==> src/hw/rtl/iub_pkg.sv <==
// shared types, constants and helpers of the integer upscale blitter
`default_nettype none

package iub_pkg;

  // fixed field widths
  localparam int unsigned PIX_W      = 16;
  localparam int unsigned ADDR_W     = 22;
  localparam int unsigned COLOR_W    = 24;
  localparam int unsigned CFG_IDX_W  = 2;
  localparam int unsigned CFG_DATA_W = 12;
  localparam int unsigned SCR_CFG_W  = 12;
  localparam int unsigned SRC_CFG_W  = 10;

  // register indexes
  localparam logic [CFG_IDX_W-1:0] REG_SCREEN_WIDTH  = 2'd0;
  localparam logic [CFG_IDX_W-1:0] REG_SCREEN_HEIGHT = 2'd1;
  localparam logic [CFG_IDX_W-1:0] REG_SOURCE_WIDTH  = 2'd2;
  localparam logic [CFG_IDX_W-1:0] REG_SOURCE_HEIGHT = 2'd3;

  // register reset values
  localparam logic [SCR_CFG_W-1:0] SCREEN_WIDTH_RST  = 12'd1920;
  localparam logic [SCR_CFG_W-1:0] SCREEN_HEIGHT_RST = 12'd1080;
  localparam logic [SRC_CFG_W-1:0] SOURCE_WIDTH_RST  = 10'd320;
  localparam logic [SRC_CFG_W-1:0] SOURCE_HEIGHT_RST = 10'd180;

  // controller to datapath commands
  typedef struct packed {
    logic cfg_we;
    logic derive_init;
    logic derive_step;
    logic derive_finish;
    logic pix_load;
    logic setup;
    logic emit;
  } iub_cmd_t;

  // datapath to controller status
  typedef struct packed {
    logic derive_done;
    logic run_empty;
    logic last_write;
    logic out_free;
  } iub_sts_t;

  // rgb565 to 24-bit color by shifting, low bits left at zero
  function automatic logic [COLOR_W-1:0] widen_rgb565(input logic [PIX_W-1:0] px);
    return {px[15:11], 3'b000, px[10:5], 2'b00, px[4:0], 3'b000};
  endfunction

endpackage

`default_nettype wire

==> src/hw/rtl/integer_upscale_rgb565_blitter_top.sv <==
// top level of the integer upscale blitter
`default_nettype none

// Takes RGB565 source pixels in raster order and turns each into a clipped
// scale x scale block of back-buffer writes (address and 24-bit color), with
// last_of_run on the final write of a pixel and frame_done on the final write
// of a frame's last pixel. The scale is the largest integer up to MAX_SCALE at
// which the source fits the screen (at least 1) and the image is centered.
// Per pixel: the block accepts it, runs a setup state, then loads one write per cycle
// into the output register while that register is free; a clipped pixel loads only
// its kept writes and a fully clipped one none. After reset and after every register
// write, the scale search steps once per candidate scale, and no pixel is taken until
// it has finished and the centering offsets are set.

module integer_upscale_rgb565_blitter_top
  import iub_pkg::*;
#(
  parameter int unsigned MAX_SCREEN_W   = 2048,
  parameter int unsigned MAX_SCREEN_H   = 2048,
  parameter int unsigned MAX_SOURCE_DIM = 512,
  parameter int unsigned MAX_SCALE      = 8
) (
  input  logic                  clk_i,
  input  logic                  rst_ni,
  input  logic                  cfg_valid_i,
  output logic                  cfg_ready_o,
  input  logic [CFG_IDX_W-1:0]  cfg_index_i,
  input  logic [CFG_DATA_W-1:0] cfg_data_i,
  input  logic                  in_valid_i,
  output logic                  in_ready_o,
  input  logic [PIX_W-1:0]      source_pixel_i,
  output logic                  out_valid_o,
  input  logic                  out_ready_i,
  output logic [ADDR_W-1:0]     write_address_o,
  output logic [COLOR_W-1:0]    write_color_o,
  output logic                  last_of_run_o,
  output logic                  frame_done_o
);

  iub_cmd_t cmd;
  iub_sts_t sts;

  // controller
  iub_ctrl u_ctrl (
    .clk_i       (clk_i),
    .rst_ni      (rst_ni),
    .in_valid_i  (in_valid_i),
    .in_ready_o  (in_ready_o),
    .cfg_valid_i (cfg_valid_i),
    .cfg_ready_o (cfg_ready_o),
    .sts_i       (sts),
    .cmd_o       (cmd)
  );

  // datapath
  iub_dp #(
    .MAX_SCREEN_W   (MAX_SCREEN_W),
    .MAX_SCREEN_H   (MAX_SCREEN_H),
    .MAX_SOURCE_DIM (MAX_SOURCE_DIM),
    .MAX_SCALE      (MAX_SCALE)
  ) u_dp (
    .clk_i           (clk_i),
    .rst_ni          (rst_ni),
    .cmd_i           (cmd),
    .sts_o           (sts),
    .cfg_index_i     (cfg_index_i),
    .cfg_data_i      (cfg_data_i),
    .source_pixel_i  (source_pixel_i),
    .out_ready_i     (out_ready_i),
    .out_valid_o     (out_valid_o),
    .write_address_o (write_address_o),
    .write_color_o   (write_color_o),
    .last_of_run_o   (last_of_run_o),
    .frame_done_o    (frame_done_o)
  );

  // a register write restarts the scale search, which blocks pixels
  a_cfg_blocks_input: assert property (@(posedge clk_i) disable iff (!rst_ni)
    (cfg_valid_i && cfg_ready_o) |=> !in_ready_o)
    else $error("pixel accepted right after a register write");

  // an accepted pixel is followed by its setup cycle
  a_accept_then_setup: assert property (@(posedge clk_i) disable iff (!rst_ni)
    (in_valid_i && in_ready_o) |=> cmd.setup)
    else $error("no setup after pixel accept");

  // a write is only loaded when the output register can take it
  a_emit_into_free: assert property (@(posedge clk_i) disable iff (!rst_ni)
    cmd.emit |-> sts.out_free)
    else $error("write overran a held output word");

  // frame end only marks the last write of a run
  a_frame_on_last: assert property (@(posedge clk_i) disable iff (!rst_ni)
    (out_valid_o && frame_done_o) |-> last_of_run_o)
    else $error("frame_done without last_of_run");

endmodule

`default_nettype wire

==> src/hw/rtl/iub_ctrl.sv <==
// controller state machine of the integer upscale blitter
`default_nettype none

module iub_ctrl
  import iub_pkg::*;
(
  input  logic     clk_i,
  input  logic     rst_ni,
  input  logic     in_valid_i,
  output logic     in_ready_o,
  input  logic     cfg_valid_i,
  output logic     cfg_ready_o,
  input  iub_sts_t sts_i,
  output iub_cmd_t cmd_o
);

  localparam logic [2:0] ST_INIT   = 3'd0;
  localparam logic [2:0] ST_DERIVE = 3'd1;
  localparam logic [2:0] ST_FINISH = 3'd2;
  localparam logic [2:0] ST_IDLE   = 3'd3;
  localparam logic [2:0] ST_SETUP  = 3'd4;
  localparam logic [2:0] ST_EMIT   = 3'd5;

  logic [2:0] state_q, state_d;

  // next state and command decode
  always_comb begin
    state_d     = state_q;
    cmd_o       = '0;
    in_ready_o  = 1'b0;
    cfg_ready_o = 1'b0;
    unique case (state_q)
      ST_INIT: begin
        cmd_o.derive_init = 1'b1;
        state_d           = ST_DERIVE;
      end
      ST_DERIVE: begin
        cmd_o.derive_step = 1'b1;
        if (sts_i.derive_done) begin
          state_d = ST_FINISH;
        end
      end
      ST_FINISH: begin
        cmd_o.derive_finish = 1'b1;
        state_d             = ST_IDLE;
      end
      ST_IDLE: begin
        cfg_ready_o = 1'b1;
        in_ready_o  = !cfg_valid_i;
        if (cfg_valid_i) begin
          cmd_o.cfg_we = 1'b1;
          state_d      = ST_INIT;
        end else if (in_valid_i) begin
          cmd_o.pix_load = 1'b1;
          state_d        = ST_SETUP;
        end
      end
      ST_SETUP: begin
        cmd_o.setup = 1'b1;
        state_d     = ST_EMIT;
      end
      ST_EMIT: begin
        if (sts_i.run_empty) begin
          state_d = ST_IDLE;
        end else if (sts_i.out_free) begin
          cmd_o.emit = 1'b1;
          if (sts_i.last_write) begin
            state_d = ST_IDLE;
          end
        end
      end
      default: begin
        state_d = ST_INIT;
      end
    endcase
  end

  // state register
  always_ff @(posedge clk_i or negedge rst_ni) begin
    if (!rst_ni) begin
      state_q <= ST_INIT;
    end else begin
      state_q <= state_d;
    end
  end

endmodule

`default_nettype wire

==> src/hw/rtl/iub_dp.sv <==
// datapath of the integer upscale blitter: registers, scale search, counters, write walk
`default_nettype none

module iub_dp
  import iub_pkg::*;
#(
  parameter int unsigned MAX_SCREEN_W   = 2048,
  parameter int unsigned MAX_SCREEN_H   = 2048,
  parameter int unsigned MAX_SOURCE_DIM = 512,
  parameter int unsigned MAX_SCALE      = 8
) (
  input  logic                  clk_i,
  input  logic                  rst_ni,
  input  iub_cmd_t              cmd_i,
  output iub_sts_t              sts_o,
  input  logic [CFG_IDX_W-1:0]  cfg_index_i,
  input  logic [CFG_DATA_W-1:0] cfg_data_i,
  input  logic [PIX_W-1:0]      source_pixel_i,
  input  logic                  out_ready_i,
  output logic                  out_valid_o,
  output logic [ADDR_W-1:0]     write_address_o,
  output logic [COLOR_W-1:0]    write_color_o,
  output logic                  last_of_run_o,
  output logic                  frame_done_o
);

  localparam int unsigned SW_W  = $clog2(MAX_SCREEN_W + 1);
  localparam int unsigned SH_W  = $clog2(MAX_SCREEN_H + 1);
  localparam int unsigned IW_W  = $clog2(MAX_SOURCE_DIM + 1);
  localparam int unsigned CNT_W = $clog2(MAX_SOURCE_DIM);
  localparam int unsigned S_W   = $clog2(MAX_SCALE + 1);
  localparam int unsigned ACC_W = $clog2(MAX_SOURCE_DIM * MAX_SCALE + 1);
  localparam int unsigned WX_W  = (ACC_W > SW_W) ? ACC_W : SW_W;
  localparam int unsigned WY_W  = (ACC_W > SH_W) ? ACC_W : SH_W;
  localparam int unsigned X_W   = $clog2(MAX_SCREEN_W + MAX_SOURCE_DIM * MAX_SCALE + 1);
  localparam int unsigned Y_W   = $clog2(MAX_SCREEN_H + MAX_SOURCE_DIM * MAX_SCALE + 1);
  localparam int unsigned P_W   = CNT_W + S_W;
  localparam int unsigned RA_W  = Y_W + SW_W;

  // configuration registers
  logic [SCR_CFG_W-1:0] scr_w_q, scr_h_q;
  logic [SRC_CFG_W-1:0] src_w_q, src_h_q;

  always_ff @(posedge clk_i or negedge rst_ni) begin
    if (!rst_ni) begin
      scr_w_q <= SCREEN_WIDTH_RST;
      scr_h_q <= SCREEN_HEIGHT_RST;
      src_w_q <= SOURCE_WIDTH_RST;
      src_h_q <= SOURCE_HEIGHT_RST;
    end else if (cmd_i.cfg_we) begin
      unique case (cfg_index_i)
        REG_SCREEN_WIDTH:  scr_w_q <= cfg_data_i[SCR_CFG_W-1:0];
        REG_SCREEN_HEIGHT: scr_h_q <= cfg_data_i[SCR_CFG_W-1:0];
        REG_SOURCE_WIDTH:  src_w_q <= cfg_data_i[SRC_CFG_W-1:0];
        REG_SOURCE_HEIGHT: src_h_q <= cfg_data_i[SRC_CFG_W-1:0];
        default: ;
      endcase
    end
  end

  // sizes clamped to 1 .. maximum
  logic [SW_W-1:0] sw_c;
  logic [SH_W-1:0] sh_c;
  logic [IW_W-1:0] iw_c, ih_c;

  always_comb begin
    if (scr_w_q == '0) begin
      sw_c = SW_W'(1);
    end else if (32'(scr_w_q) > 32'(MAX_SCREEN_W)) begin
      sw_c = SW_W'(MAX_SCREEN_W);
    end else begin
      sw_c = SW_W'(scr_w_q);
    end
    if (scr_h_q == '0) begin
      sh_c = SH_W'(1);
    end else if (32'(scr_h_q) > 32'(MAX_SCREEN_H)) begin
      sh_c = SH_W'(MAX_SCREEN_H);
    end else begin
      sh_c = SH_W'(scr_h_q);
    end
    if (src_w_q == '0) begin
      iw_c = IW_W'(1);
    end else if (32'(src_w_q) > 32'(MAX_SOURCE_DIM)) begin
      iw_c = IW_W'(MAX_SOURCE_DIM);
    end else begin
      iw_c = IW_W'(src_w_q);
    end
    if (src_h_q == '0) begin
      ih_c = IW_W'(1);
    end else if (32'(src_h_q) > 32'(MAX_SOURCE_DIM)) begin
      ih_c = IW_W'(MAX_SOURCE_DIM);
    end else begin
      ih_c = IW_W'(src_h_q);
    end
  end

  // scale search: try k = 1, 2, .. up to MAX_SCALE while k times the source size fits the screen
  logic [S_W-1:0]   k_q, scale_q;
  logic [ACC_W-1:0] acc_w_q, acc_h_q, accs_w_q, accs_h_q;
  logic [SW_W-1:0]  off_x_q;
  logic [SH_W-1:0]  off_y_q;
  logic             fit;
  logic             derive_done;
  logic [WX_W-1:0]  fin_sw, fin_aw;
  logic [WY_W-1:0]  fin_sh, fin_ah;

  always_comb begin
    fit = (WX_W'(acc_w_q) <= WX_W'(sw_c)) && (WY_W'(acc_h_q) <= WY_W'(sh_c));
    derive_done = !fit || (k_q == S_W'(MAX_SCALE));
    fin_sw = WX_W'(sw_c);
    fin_aw = WX_W'(accs_w_q);
    fin_sh = WY_W'(sh_c);
    fin_ah = WY_W'(accs_h_q);
  end

  always_ff @(posedge clk_i) begin
    if (cmd_i.derive_init) begin
      k_q      <= S_W'(1);
      scale_q  <= S_W'(1);
      acc_w_q  <= ACC_W'(iw_c);
      acc_h_q  <= ACC_W'(ih_c);
      accs_w_q <= ACC_W'(iw_c);
      accs_h_q <= ACC_W'(ih_c);
    end else if (cmd_i.derive_step) begin
      if (fit) begin
        scale_q  <= k_q;
        accs_w_q <= acc_w_q;
        accs_h_q <= acc_h_q;
      end
      if (!derive_done) begin
        k_q     <= k_q + S_W'(1);
        acc_w_q <= acc_w_q + ACC_W'(iw_c);
        acc_h_q <= acc_h_q + ACC_W'(ih_c);
      end
    end
    // centering offsets, zero where the image does not fit
    if (cmd_i.derive_finish) begin
      off_x_q <= (fin_aw <= fin_sw) ? SW_W'((fin_sw - fin_aw) >> 1) : '0;
      off_y_q <= (fin_ah <= fin_sh) ? SH_W'((fin_sh - fin_ah) >> 1) : '0;
    end
  end

  // source position counters
  logic [CNT_W-1:0] col_q, row_q;
  logic             end_line, end_frame;
  logic [P_W-1:0]   col_prod, row_prod;
  logic [X_W-1:0]   x0_new;
  logic [Y_W-1:0]   y0_new;

  always_comb begin
    end_line  = (32'(col_q) + 32'd1) >= 32'(iw_c);
    end_frame = end_line && ((32'(row_q) + 32'd1) >= 32'(ih_c));
    col_prod  = P_W'(col_q) * P_W'(scale_q);
    row_prod  = P_W'(row_q) * P_W'(scale_q);
    x0_new    = X_W'(off_x_q) + X_W'(col_prod);
    y0_new    = Y_W'(off_y_q) + Y_W'(row_prod);
  end

  always_ff @(posedge clk_i or negedge rst_ni) begin
    if (!rst_ni) begin
      col_q <= '0;
      row_q <= '0;
    end else if (cmd_i.pix_load) begin
      if (end_line) begin
        col_q <= '0;
        row_q <= end_frame ? '0 : row_q + CNT_W'(1);
      end else begin
        col_q <= col_q + CNT_W'(1);
      end
    end
  end

  // pixel word, block origin and clipped run extent
  logic [COLOR_W-1:0] color_q;
  logic               frame_end_q;
  logic [X_W-1:0]     x0_q;
  logic [Y_W-1:0]     y0_q;
  logic [S_W-1:0]     nx_q, ny_q, nx_d, ny_d;
  logic [ADDR_W-1:0]  row_addr_q;
  logic [RA_W-1:0]    ra_prod;
  logic [X_W-1:0]     sw_x, rem_x;
  logic [Y_W-1:0]     sh_y, rem_y;
  logic [S_W-1:0]     dx_q, dy_q;
  logic               last_write;

  always_comb begin
    sw_x    = X_W'(sw_c);
    sh_y    = Y_W'(sh_c);
    rem_x   = sw_x - x0_q;
    rem_y   = sh_y - y0_q;
    ra_prod = RA_W'(y0_q) * RA_W'(sw_c);
    if (x0_q >= sw_x) begin
      nx_d = '0;
    end else if (rem_x < X_W'(scale_q)) begin
      nx_d = S_W'(rem_x);
    end else begin
      nx_d = scale_q;
    end
    if (y0_q >= sh_y) begin
      ny_d = '0;
    end else if (rem_y < Y_W'(scale_q)) begin
      ny_d = S_W'(rem_y);
    end else begin
      ny_d = scale_q;
    end
    last_write = (dx_q == nx_q - S_W'(1)) && (dy_q == ny_q - S_W'(1));
  end

  always_ff @(posedge clk_i) begin
    if (cmd_i.pix_load) begin
      color_q     <= widen_rgb565(source_pixel_i);
      frame_end_q <= end_frame;
      x0_q        <= x0_new;
      y0_q        <= y0_new;
    end
    if (cmd_i.setup) begin
      nx_q       <= nx_d;
      ny_q       <= ny_d;
      row_addr_q <= ADDR_W'(ra_prod);
      dx_q       <= '0;
      dy_q       <= '0;
    end else if (cmd_i.emit) begin
      if (dx_q == nx_q - S_W'(1)) begin
        dx_q       <= '0;
        dy_q       <= dy_q + S_W'(1);
        row_addr_q <= row_addr_q + ADDR_W'(sw_c);
      end else begin
        dx_q <= dx_q + S_W'(1);
      end
    end
  end

  // output word register
  logic out_valid_q;

  always_ff @(posedge clk_i or negedge rst_ni) begin
    if (!rst_ni) begin
      out_valid_q <= 1'b0;
    end else if (cmd_i.emit) begin
      out_valid_q <= 1'b1;
    end else if (out_ready_i) begin
      out_valid_q <= 1'b0;
    end
  end

  always_ff @(posedge clk_i) begin
    if (cmd_i.emit) begin
      write_address_o <= row_addr_q + ADDR_W'(x0_q) + ADDR_W'(dx_q);
      write_color_o   <= color_q;
      last_of_run_o   <= last_write;
      frame_done_o    <= last_write && frame_end_q;
    end
  end

  assign out_valid_o       = out_valid_q;
  assign sts_o.derive_done = derive_done;
  assign sts_o.run_empty   = (nx_q == '0) || (ny_q == '0);
  assign sts_o.last_write  = last_write;
  assign sts_o.out_free    = !out_valid_q || out_ready_i;

endmodule

`default_nettype wire
==> config.mk <==
export PLATFORM = sky130hd
export DESIGN_NAME = integer_upscale_rgb565_blitter_top
export DESIGN_NICKNAME = d
export VERILOG_FILES = /design/src/hw/rtl/iub_pkg.sv /design/src/hw/rtl/integer_upscale_rgb565_blitter_top.sv /design/src/hw/rtl/iub_ctrl.sv /design/src/hw/rtl/iub_dp.sv
export SDC_FILE = /design/constraint.sdc
export NUM_CORES = 1
export LEC_CHECK = 0
export ABC_CLOCK_PERIOD_IN_PS = 7000
export BUFFER_PORTS_ARGS = -buffer_cell sky130_fd_sc_hd__buf_2
export CAP_MARGIN = 20
export CORE_UTILIZATION = 60
export CTS_BUF_LIST = sky130_fd_sc_hd__clkbuf_16
export DETAILED_ROUTE_END_ITERATION = 8
export PLACE_DENSITY = 0.77
export RECOVER_POWER = 50
export REMOVE_ABC_BUFFERS = 1
export SYNTH_ARGS = -nofsm -noshare
export SYNTH_HDL_FRONTEND = slang
export SYNTH_SLANG_ARGS = --single-unit
==> constraint.sdc <==
create_clock -name clk_i -period 7 [get_ports clk_i]
set_input_delay 0.7 -clock clk_i [delete_from_list [all_inputs] [get_ports clk_i]]
set_output_delay 0.7 -clock clk_i [all_outputs]
set_load 0.01 [all_outputs]
==> impl_metrics.sql <==
INSERT INTO impl_metrics (metric_group, metric, value, unit) VALUES
('sta', 'worstMarginPinSlew', '3.795', 'ns'),
('cells_and_area', 'antenna_cells', '0', ''),
('critical_path', 'r2r-end', 'u_dp.row_addr_q[18]', ''),
('die', 'num_rows', '72', ''),
('placement', 'globalplace.congestion', '0.9173', ''),
('critical_path', 'crit_fanout', '15', ''),
('die', 'num_io_pins', '86', ''),
('grt', 'overflow_left_after_global_routing', '0', ''),
('sta', 'max_slew_violations', '235', ''),
('route', 'wl', '60340', 'um'),
('placement', 'io_buffers', '77', ''),
('synthesis', 'syn_area_per_cell', '9.425', 'um^2'),
('route', 'drt-wirelength-per-cell', '19.19', 'um'),
('cells_and_area', 'drive_above_1_share', '0.07045', ''),
('route', 'drt_iter0_markers', '1764', ''),
('min_path', 'worst_hold_startpoint', 'source_pixel_i[5]', ''),
('grt', 'maximum_number_of_pins_on_one_net_before_global_route_repair', '67', ''),
('clocking', 'clock_insertion_delay_worst_skew', '0.58', 'ns'),
('sta', 'timing.final.setup_violations', '0', ''),
('synthesis', 'synth.distinct_cells', '86', ''),
('synthesis', 'synth_edf_count', '177', ''),
('sta', 'clock.fmax', '159.5', 'MHz'),
('clocking', 'clk_pin_slew_worst_paths', '0.06', 'ns'),
('cells_and_area', 'syn2layout_area_growth', '7.597', '%'),
('critical_path', 'worst_setup_path_start_kind', 'flip-flop', ''),
('min_path', 'min_delay_path_class', 'in -> reg', ''),
('synthesis', 'synthTopCellsByCount', '355 x sky130_fd_sc_hd__inv_1, 329 x sky130_fd_sc_hd__nand2_1, 249 x sky130_fd_sc_hd__ha_1', ''),
('sta', 'finalCriticalPeriod', '6.269', 'ns'),
('clocking', 'htreeDepth', '1', ''),
('clocking', 'number_of_buffers_added_by_the_clock_tree_synthesis_step', '31', ''),
('min_path', 'worstHoldPathCells', '1', ''),
('clocking', 'clock_sinks', '271', ''),
('min_path', 'worstHoldEndpoint', 'u_dp.color_q[10]', ''),
('critical_path', 'reg2reg_slack', '0.73', 'ns'),
('critical_path', 'reg2regPathDepth', '21', ''),
('placement', 'detailedPlacementHpwl', '47460', 'um'),
('status', 'violations', 'capacitance limit, slew limit', ''),
('die', 'floorplan.core_area', '0.03901', 'mm^2'),
('synthesis', 'yosys.area.top_type', 'sky130_fd_sc_hd__edfxtp_1', ''),
('clocking', 'postCtsSetupBuffers', '0', ''),
('synthesis', 'post_synthesis_cell_area', '0.02393', 'mm^2'),
('synthesis', 'synth_async_sr_flop_share', '0.2435', ''),
('route', 'per_cell_via_count_in_the_routed_design', '5.897', ''),
('placement', 'placed_area', '0.02487', 'mm^2'),
('grt', 'antenna_found_initial', '0', ''),
('flow_run', 'max-cap-violations', '6', ''),
('synthesis', 'yosys_warnings', '0', ''),
('status', 'outcome', 'complete, but fails checks', ''),
('sta', 'max-slew-margin-rel', '-1.530', ''),
('cells_and_area', 'post-route-cell-area', '0.02575', 'mm^2'),
('critical_path', 'timing.setup.critical_path_class', 'reg -> reg', ''),
('route', 'length_of_the_first_detailed_routing_pass_in_iterations', '6', ''),
('grt', 'global_route_usage_sum', '0.3003', ''),
('route', 'post-route-drc-count', '0', ''),
('die', 'die_area', '0.04069', 'mm^2'),
('critical_path', 'worst_ep_required_time', '7.26', 'ns'),
('clocking', 'clockRootBuffer', 'sky130_fd_sc_hd__clkbuf_16', ''),
('grt', 'grt_pass1_wl', '95880', 'um'),
('synthesis', 'post-synth-top-count-cell', 'sky130_fd_sc_hd__inv_1', ''),
('route', 'drt.antenna.violating_nets', '0', ''),
('synthesis', 'syn_inst', '2539', ''),
('synthesis', 'synth_largest_type_area_fraction', '0.2221', ''),
('clocking', 'cts.hold.buffers_added', '0', ''),
('grt', 'grt_pass1_vias', '18240', ''),
('sta', 'final.setup_skew', '0.008744', 'ns'),
('die', 'floorplan.initialDensity', '0.6135', ''),
('sta', 'totalNegativeSetupSlack', '0', 'ns'),
('critical_path', 'worst_r2r_startpoint', 'u_dp.scr_w_q[11]', ''),
('sta', 'final-hold-violation-count', '0', ''),
('route', 'vias', '18540', ''),
('clocking', 'clk_path_buf_depth', '3', '');
-- area by class of cell --
type / count / area, um^2
clock buffer: 34 / 850.8
sequential: 271 / 7545
inverter: 361 / 1355
tap: 518 / 648.1
multi-input combinational: 1833 / 14710
clock inverter: 23 / 133.9
fill: 3126 / 13260
timing repair buffer: 104 / 501.7
-- per-stage QoR --
stage	cells	util	worst slack, ns	hold slack (ns)
2_1_floorplan	2465	-	0.9562	0.4003
3_3_place_gp	3086	0.6374	0.9630	0.4008
3_5_place_dp	3086	0.6374	0.8265	0.4054
4_1_cts	3143	0.6627	0.8232	0.2738
5_1_grt	3144	0.6601	0.4600	0.2823
6_report	3144	0.6601	0.7306	0.2972
-- state kept, by name, indices dropped and copies added, names as in the netlist, 13 cells and up --
register,cells
u_dp.acc_h_q,13
u_dp.acc_w_q,13
u_dp.accs_h_q,13
u_dp.accs_w_q,13
u_dp.color_q,16
u_dp.row_addr_q,22
u_dp.write_address_o,22
u_dp.write_color_o,16
u_dp.x0_q,13
u_dp.y0_q,13
-- how the worst max path moves through the flow --
stage / start / end / cells after the start
final: u_dp.scr_w_q[11] / u_dp.row_addr_q[18] / 21
after global routing: u_dp.scr_w_q[11] / u_dp.row_addr_q[20] / 21
after CTS: u_dp.scr_w_q[11] / u_dp.row_addr_q[18] / 21
after detailed placement: u_dp.scr_w_q[11] / u_dp.row_addr_q[18] / 21
after global placement: u_dp.scr_w_q[11] / u_dp.row_addr_q[18] / 21
after floorplan: u_dp.scr_w_q[11] / u_dp.row_addr_q[18] / 18
-- routing by layer --
layer	share of wire	vias to the layer above	track usage
met2	0.48	703	0.5036
li1	-	8664	-
met5	0	-	0
met1	0.41	8998	0.3926
met4	0.050	0	0.1301
met3	0.062	174	0.03661
-- placed cells by master, fill, tap and decap left out, drive strengths merged, types with 45 or more instances in the layout --
cell type  netlist  routed
edfxtp         177     177
nor2           183     183
and2            49      49
dfrtp           52      52
ha             249     249
xor2            46      46
a21oi           91      91
fa             168     168
nand3           53      53
xnor2           89      89
buf             12      53
nor3            45      45
nand2          329     329
clkbuf          69      85
o21ai          107     107
inv            355     363
-- critical path, cell delays in order (launching register included) --
cell and delay [ns]:
sky130_fd_sc_hd__dfrtp_1 0.46, sky130_fd_sc_hd__buf_4 0.29, sky130_fd_sc_hd__nor2b_1 0.09, sky130_fd_sc_hd__inv_1 0.18
sky130_fd_sc_hd__nor2_1 0.09, sky130_fd_sc_hd__fa_1 0.52, sky130_fd_sc_hd__inv_1 0.06, sky130_fd_sc_hd__fa_1 0.53
sky130_fd_sc_hd__inv_1 0.06, sky130_fd_sc_hd__fa_1 0.51, sky130_fd_sc_hd__fa_1 0.54, sky130_fd_sc_hd__inv_1 0.05
sky130_fd_sc_hd__fa_1 0.52, sky130_fd_sc_hd__inv_1 0.04, sky130_fd_sc_hd__ha_1 0.37, sky130_fd_sc_hd__a2111o_1 0.41
sky130_fd_sc_hd__o2111ai_1 0.25, sky130_fd_sc_hd__a21oi_1 0.15, sky130_fd_sc_hd__or3_1 0.36, sky130_fd_sc_hd__a21oi_1 0.18
sky130_fd_sc_hd__xor2_1 0.18, sky130_fd_sc_hd__mux2i_1 0.09
-- cells by family after synthesis --
| logic type | share of synthesized area |
|---|---|
| AOI/OAI and AO/OA | 0.1101 |
| xor gates and xnor gates | 0.04941 |
| other | 0.0001567 |
| DFF | 0.3153 |
| and+or+nand+nor | 0.1573 |
| adders and majority gates | 0.2707 |
| buffers and inverters | 0.07095 |
| muxes | 0.02614 |
Power is left out: the tool's default activity adds up to more than one toggle a clock period on the data nets, which glitch-free logic cannot reach.
